**src/hdl/itrd_pkg.sv**
```systemverilog
`timescale 1ns / 1ps

package itrd_pkg;

  localparam int VALUE_W       = 32;
  localparam int RADIX_W       = 5;
  localparam int SYM_W         = 8;
  localparam int SYM_SLOTS     = 16;
  localparam int SYM_IDX_W     = 4;
  localparam int WORD_DIGITS   = 32;
  localparam int DIGIT_IDX_W   = 5;
  localparam int DIV_STEPS     = 8;
  localparam int MAX_RADIX_DEF = 16;
  localparam int CFG_W         = 64;
  localparam int ADDR_W        = 5;

  localparam logic [1:0] REG_RADIX    = 2'd0;
  localparam logic [1:0] REG_SYM_LOW  = 2'd1;
  localparam logic [1:0] REG_SYM_HIGH = 2'd2;

  localparam logic [SYM_W-1:0] CHAR_PLUS  = 8'h2B;
  localparam logic [SYM_W-1:0] CHAR_MINUS = 8'h2D;

  typedef struct packed {
    logic               done;
    logic [VALUE_W-1:0] quot;
    logic [RADIX_W-1:0] rem;
  } div_out_t;

endpackage

```
**src/hdl/itrd_div.sv**
```systemverilog
`timescale 1ns / 1ps

// Restoring divider, DIV_STEPS quotient bits per cycle. Remainder stays below
// the divisor, so each step works on RADIX_W+1 bits.
module itrd_div (
  input  logic                             clk,
  input  logic                             rst,
  input  logic                             go,
  input  logic [itrd_pkg::VALUE_W-1:0]     dividend,
  input  logic [itrd_pkg::RADIX_W-1:0]     divisor,
  output itrd_pkg::div_out_t               result
);

  localparam int ROUNDS = itrd_pkg::VALUE_W / itrd_pkg::DIV_STEPS;
  localparam int CNT_W  = (ROUNDS > 1) ? $clog2(ROUNDS) : 1;
  localparam logic [CNT_W-1:0] CNT_LAST = CNT_W'(ROUNDS - 1);

  logic                           running;
  logic                           done;
  logic [CNT_W-1:0]               cnt;
  logic [itrd_pkg::VALUE_W-1:0]   acc;
  logic [itrd_pkg::RADIX_W-1:0]   rem;
  logic [itrd_pkg::VALUE_W-1:0]   acc_next;
  logic [itrd_pkg::RADIX_W-1:0]   rem_next;

  always_comb begin
    logic [itrd_pkg::RADIX_W:0] trial;
    acc_next = acc;
    rem_next = rem;
    for (int i = 0; i < itrd_pkg::DIV_STEPS; i++) begin
      trial = {rem_next, acc_next[itrd_pkg::VALUE_W-1]};
      if (trial >= {1'b0, divisor}) begin
        rem_next = itrd_pkg::RADIX_W'(trial - {1'b0, divisor});
        acc_next = {acc_next[itrd_pkg::VALUE_W-2:0], 1'b1};
      end else begin
        rem_next = trial[itrd_pkg::RADIX_W-1:0];
        acc_next = {acc_next[itrd_pkg::VALUE_W-2:0], 1'b0};
      end
    end
  end

  always_ff @(posedge clk) begin
    if (rst) begin
      running <= 1'b0;
      done    <= 1'b0;
      cnt     <= '0;
    end else begin
      done <= 1'b0;
      if (go) begin
        running <= 1'b1;
        cnt     <= '0;
      end else if (running) begin
        cnt <= cnt + 1'b1;
        if (cnt == CNT_LAST) begin
          running <= 1'b0;
          done    <= 1'b1;
        end
      end
    end
  end

  always_ff @(posedge clk) begin
    if (go) begin
      acc <= dividend;
      rem <= '0;
    end else if (running) begin
      acc <= acc_next;
      rem <= rem_next;
    end
  end

  assign result.done = done;
  assign result.quot = acc;
  assign result.rem  = rem;

endmodule

```
**src/hdl/int_to_radix_digits.sv**
```systemverilog
`timescale 1ns / 1ps

// Converts a signed 32-bit value to text in the configured radix, one symbol
// per strobe, most significant digit first, with a leading '-' for negatives;
// last marks the final symbol. Results come as a burst of consecutive strobes
// that the receiver must take as they come. Each of a value's D digits takes one
// pass of the shared 8-bit-per-cycle divider, then the symbols go out one per
// cycle. busy stays high until the last symbol is launched. If the symbol
// table is invalid the value produces no output and busy drops after the
// table check state.
module int_to_radix_digits #(
  parameter int MAX_RADIX = itrd_pkg::MAX_RADIX_DEF
) (
  input  logic                              clk,
  input  logic                              rst,
  input  logic                              start,
  output logic                              busy,
  input  logic signed [itrd_pkg::VALUE_W-1:0] value,
  output logic                              strobe,
  output logic [itrd_pkg::SYM_W-1:0]        symbol,
  output logic                              last,
  input  logic                              psel,
  input  logic                              penable,
  input  logic                              pwrite,
  input  logic [itrd_pkg::ADDR_W-1:0]       paddr,
  input  logic [itrd_pkg::CFG_W-1:0]        pwdata,
  output logic [itrd_pkg::CFG_W-1:0]        prdata,
  output logic                              pready
);

  // remainder < radix <= MAX_RADIX
  localparam int DIG_W = (MAX_RADIX > 2) ? $clog2(MAX_RADIX) : 1;

  typedef enum logic [4:0] {
    S_IDLE  = 5'b00001,
    S_CHECK = 5'b00010,
    S_DIV   = 5'b00100,
    S_SIGN  = 5'b01000,
    S_EMIT  = 5'b10000
  } state_t;

  state_t state, state_next;

  logic [itrd_pkg::RADIX_W-1:0]     radix_in_use;
  logic [itrd_pkg::CFG_W-1:0]       symbols_low;
  logic [itrd_pkg::CFG_W-1:0]       symbols_high;

  logic                             neg;
  logic [itrd_pkg::VALUE_W-1:0]     mag;
  logic [DIG_W-1:0]                 digits [itrd_pkg::WORD_DIGITS];
  logic [itrd_pkg::DIGIT_IDX_W-1:0] cnt;
  logic [itrd_pkg::DIGIT_IDX_W-1:0] ptr;

  logic [2*itrd_pkg::CFG_W-1:0]     sym_flat;
  logic [itrd_pkg::SYM_W-1:0]       sym_arr [itrd_pkg::SYM_SLOTS];
  logic                             table_ok;
  logic                             accept;
  logic                             div_go;
  logic                             div_more;
  logic                             cfg_wr;
  itrd_pkg::div_out_t               div_out;

  assign accept = start && (state == S_IDLE);
  assign busy   = (state != S_IDLE);
  assign pready = 1'b1;
  assign cfg_wr = psel && penable && pwrite;

  // configuration registers
  always_ff @(posedge clk) begin
    if (rst) begin
      radix_in_use <= '0;
      symbols_low  <= '0;
      symbols_high <= '0;
    end else if (cfg_wr) begin
      case (paddr[itrd_pkg::ADDR_W-1:3])
        itrd_pkg::REG_RADIX:    radix_in_use <= pwdata[itrd_pkg::RADIX_W-1:0];
        itrd_pkg::REG_SYM_LOW:  symbols_low  <= pwdata;
        itrd_pkg::REG_SYM_HIGH: symbols_high <= pwdata;
        default: ;
      endcase
    end
  end

  always_comb begin
    case (paddr[itrd_pkg::ADDR_W-1:3])
      itrd_pkg::REG_RADIX:
        prdata = {{(itrd_pkg::CFG_W-itrd_pkg::RADIX_W){1'b0}}, radix_in_use};
      itrd_pkg::REG_SYM_LOW:  prdata = symbols_low;
      itrd_pkg::REG_SYM_HIGH: prdata = symbols_high;
      default:                prdata = '0;
    endcase
  end

  assign sym_flat = {symbols_high, symbols_low};

  always_comb begin
    for (int i = 0; i < itrd_pkg::SYM_SLOTS; i++) begin
      sym_arr[i] = sym_flat[i*itrd_pkg::SYM_W +: itrd_pkg::SYM_W];
    end
  end

  // table check: radix range, forbidden symbols, duplicates among used slots
  always_comb begin
    table_ok = (radix_in_use >= itrd_pkg::RADIX_W'(2))
            && (int'(radix_in_use) <= itrd_pkg::SYM_SLOTS)
            && (int'(radix_in_use) <= MAX_RADIX);
    for (int i = 0; i < itrd_pkg::SYM_SLOTS; i++) begin
      if (i < int'(radix_in_use)) begin
        if (sym_arr[i] == '0 || sym_arr[i] == itrd_pkg::CHAR_PLUS ||
            sym_arr[i] == itrd_pkg::CHAR_MINUS) begin
          table_ok = 1'b0;
        end
        for (int j = i + 1; j < itrd_pkg::SYM_SLOTS; j++) begin
          if (j < int'(radix_in_use) && sym_arr[j] == sym_arr[i]) begin
            table_ok = 1'b0;
          end
        end
      end
    end
  end

  assign div_more = (div_out.quot != '0) && (cnt != itrd_pkg::DIGIT_IDX_W'(itrd_pkg::WORD_DIGITS - 1));
  assign div_go   = ((state == S_CHECK) && table_ok)
                 || ((state == S_DIV) && div_out.done && div_more);

  itrd_div u_div (
    .clk      (clk),
    .rst      (rst),
    .go       (div_go),
    .dividend ((state == S_CHECK) ? mag : div_out.quot),
    .divisor  (radix_in_use),
    .result   (div_out)
  );

  always_comb begin
    state_next = state;
    case (state)
      S_IDLE:  if (start) state_next = S_CHECK;
      S_CHECK: state_next = table_ok ? S_DIV : S_IDLE;
      S_DIV: begin
        if (div_out.done && !div_more) state_next = neg ? S_SIGN : S_EMIT;
      end
      S_SIGN:  state_next = S_EMIT;
      S_EMIT:  if (ptr == '0) state_next = S_IDLE;
      default: state_next = S_IDLE;
    endcase
  end

  always_ff @(posedge clk) begin
    if (rst) begin
      state  <= S_IDLE;
      strobe <= 1'b0;
    end else begin
      state  <= state_next;
      strobe <= (state == S_SIGN) || (state == S_EMIT);
    end
  end

  always_ff @(posedge clk) begin
    if (accept) begin
      neg <= value[itrd_pkg::VALUE_W-1];
      mag <= value[itrd_pkg::VALUE_W-1] ? (itrd_pkg::VALUE_W'(0) - value) : value;
    end
    if (state == S_CHECK) begin
      cnt <= '0;
    end
    if (state == S_DIV && div_out.done) begin
      digits[cnt] <= DIG_W'(div_out.rem);
      if (div_more) begin
        cnt <= cnt + 1'b1;
      end else begin
        ptr <= cnt;
      end
    end
    if (state == S_SIGN) begin
      symbol <= itrd_pkg::CHAR_MINUS;
      last   <= 1'b0;
    end
    if (state == S_EMIT) begin
      symbol <= sym_arr[itrd_pkg::SYM_IDX_W'(digits[ptr])];
      last   <= (ptr == '0);
      ptr    <= ptr - 1'b1;
    end
  end

endmodule

```
**config.mk**
```make
export PLATFORM = sky130hd
export DESIGN_NAME = int_to_radix_digits
export DESIGN_NICKNAME = d
export VERILOG_FILES = /design/src/hdl/itrd_pkg.sv /design/src/hdl/itrd_div.sv /design/src/hdl/int_to_radix_digits.sv
export SDC_FILE = /design/constraint.sdc
export NUM_CORES = 2
export LEC_CHECK = 0
export ABC_AREA = 1
export BUFFER_PORTS_ARGS = -buffer_cell sky130_fd_sc_hd__buf_2
export CORE_AREA = 2 2 333 335
export DETAILED_ROUTE_END_ITERATION = 7
export DIE_AREA = 0 0 335 337
export MAX_ROUTING_LAYER = met4
export PLACE_DENSITY = 0.43
export SYNTH_ARGS = -nofsm -noshare
export SYNTH_HDL_FRONTEND = slang
export SYNTH_SLANG_ARGS = --single-unit
```
**constraint.sdc**
```tcl
create_clock -name clk -period 12.2 [get_ports clk]
set_input_delay 0.61 -clock clk [delete_from_list [all_inputs] [get_ports clk]]
set_output_delay 0.61 -clock clk [all_outputs]
set_load 0.01 [all_outputs]
```
==> impl_results.md <==
* Status: finished, final reports clean
* Compound-Gate Fraction of Synth Area at 0.181
* Residual DRC count at 0
* CTS tree: yes
* Root Buffer: clkbuf_16
* Post-synthesis sequential area ratio at 0.297
* Initial DRC count at 5021
* WP data required at 12.58 ns
* Clock transition at path regs at 0.07 ns
* Main combinational cell family by area after synthesis: simple AND/OR/NAND/NOR gates
* Final setup fails at 0
* Yosys top cell area share at 0.197
* Yosys top cell by area: edfxtp_1
* Core area at 110000 um2
* Critical Path Start: u_div.acc[31]
* Setup TNS Final at 0 ns
* Row cnt at 122
* Slew Viols, Final at 0
* Fin util at 0.324
* Xor and xnor area share after synthesis at 0.180
* Top-count cell post-synth: nand2_1
* Gr usage total at 0.311
* Hold Fails Final Rpt at 0
* IO Pins at 183
* Post-Synth Simple-Gate Area at 0.223
* Startpoint Class: flop
* Synth top area cells: edfxtp_1 20%, xor2_1 14%, dfxtp_1 10%, nand2_1 8.5%, o21ai_0 5.6%
* Fraction of final layout cells sized beyond drive strength 1 at 0.116
* CTS Buffer Depth at 3
* Drt total wl at 177 mm
* Num CTS Buffers at 45
* Worst slew margin at 0.150
* Worst EP arrival at 11.63 ns
* Die area at 113000 um2
* Crit path max fanout at 8
* Nets@finish at 4490
* CP endpoint kind: flop
* Syn Area/Cell at 7.28 um2
* Die height at 337 um
* Max Freq at 0.0889 GHz
* Worst skew pair latency at 0.66 ns
* Adder-cell share of the synthesized area at 0.0245
* Mux share of post-synthesis cell area at 0.000357
* Cell variety after synth at 55
* Width of the chip at 335 um
* First-pass DRT Iterations at 6
* Crit path max-delay cell type: fa_1
* #FFs+latches synth at 365
* RePlAce Congestion at 1.03
* Reg2reg path depth at 80
* Initial Util at 0.288
* Antenna violations before repair at 11
* Synth top cells by count: 711 x nand2_1, 501 x xor2_1, 355 x o21ai_0, 308 x a21oi_1, 268 x nor2_1
* Final instance area at 35500 um2
* Vias in the first global route at 31700
* Reg-to-Reg End: u_div.acc[0]
* Post-DR wirelength/cell at 30.5 um
* Htree depth at 2
* Grt ovf at 0
* CP Capture Point: u_div.acc[0]
* First-pass GRT wire length at 245 mm
* Number of cells after detailed placement at 5700
* Commonest register cell after synthesis: edfxtp_1
* Worst reg2reg setup slack at 0.96 ns
* Buffers on Ports at 178
* Cell Count, Final, Fillers Out at 5795
* FILL cells at 11800
* Worst r2r src: u_div.acc[31]
* Via density at 5.90
* Synth warn at 0
* Post-DP HPWL at 115 mm
* Worst Skew at 0.0385 ns
* CTS Hold Bufs at 0
* Final worst-path cycle share at 0.922
* Syn Inst Count at 4328
* Largest net degree at the start of global routing at 122
* Area Growth Syn to Fin at 12.7%
* Max stage delay on crit path at 0.43 ns
* Vias at 34200
* Syn_nets at 4492
* Final min period at 11.24 ns
* Kind of critical path: reg2reg
* Synthesized area at 31500 um2
* Top cell by count, worst path: nand2_1
* CTS sink count at 365
* # Max-Cap Violations at 0
* Post-DRT Antenna Nets at 0
* Worst-margin pin slew at 1.27 ns
* Synth async-reset ratio at 0
* DP Area at 33800 um2
* Post-synth EDFFs at 207
* Worst hold path class: in2reg
-- through the flow --
stage	hold WS, ns	worst slack [ns]
3_5_place_dp	0.465	0.0536
4_1_cts	0.189	0.0491
6_report	0.235	0.956
2_1_floorplan	0.442	0.374
3_3_place_gp	0.463	0.126
5_1_grt	0.209	-0.0467
-- registers in the layout, summed over array words and instances (netlist names), 2 cells and up, named ones only --
name,flops
ptr,5
digits,128
cnt,5
u_div.cnt,2
state,5
u_div.rem,5
symbol,8
mag,32
symbols_high,64
u_div.acc,32
radix_in_use,5
symbols_low,64
-- cell type report --
class                   count  area, um2  area share
diodes                      9       22.5    0.000634
clock buffers              57       1210      0.0341
clock inverters            24        340     0.00958
inverters                 303       1140      0.0322
multi-input cells        3251      19400       0.546
flip-flops and latches    365       9380       0.264
well taps                1426       1780      0.0502
repair buffers            360       2260      0.0635
-- cells by family after synthesis --
logic type | after synthesis
other | 1
DFF | 365
xor gates and xnor gates | 648
and+or+nand+nor | 1553
muxes | 1
buffers and inverters | 712
adders and majority gates | 57
AOI/OAI and AO/OA | 991
-- critical path: cells and delay by family, from the launching register on --
family	cells	cell delay (ns)
and+or+nand+nor	46	4.42
adders and majority gates	9	2.97
AOI/OAI and AO/OA	8	1.77
buffers and inverters	17	1.38
DFF	1	0.42
-- worst min path at each step --
stage / startpoint / cells after the start / slack (ns) / endpoint
finish: value[0] / 1 / 0.23 / mag[0]
detailed placement: u_div.cnt[1] / 2 / 0.47 / u_div.cnt[1]
CTS: value[0] / 1 / 0.19 / mag[0]
floorplan: u_div.rem[4] / 2 / 0.44 / u_div.rem[4]
global route: value[0] / 1 / 0.21 / mag[0]
global placement: u_div.cnt[1] / 2 / 0.46 / u_div.cnt[1]
-- layout by cell type, fill, tap and decap left out, types with 9 or more instances in the layout --
master and count:
clkbuf_16 45, xor2_1 501, nor4_1 117, o2111ai_1 33, nand3_1 198, dfxtp_1 155
diode_2 9, a21oi_1 304, o31ai_1 12, o21ai_0 354, o221ai_1 26, buf_2 178
nor2_1 266, ha_1 42, buf_4 182, edfxtp_1 207, nand2_4 9, inv_1 261
o211ai_1 15, nand4_1 129, nor3_1 88, a211oi_1 11, a31oi_1 14, xnor2_1 147
o22ai_1 157, a221oi_1 23, clkinv_1 40, nand2_1 707
-- routing by layer --
metal / up-vias / global-route usage / part of all wire / routed length (um)
met5: - / - / 0 / 0
met4: 0 / 0.172 / 0.067 / 11800
met3: 672 / 0.0768 / 0.11 / 19900
met2: 2331 / 0.437 / 0.40 / 71300
met1: 16300 / 0.406 / 0.42 / 73700
li1: 14900 / - / - / -
-- what timing repair did --
item | 4_1_cts | 5_1_grt
gates cloned | 0 | 0
setup endpoints to repair | 3 | 6
gates resized for setup | 2 | 26
pin swaps | 0 | 11
setup buffers | 0 | 5
Power is left out: the tool's default activity adds up to more than one toggle a clock period on the data nets, which glitch-free logic cannot reach.
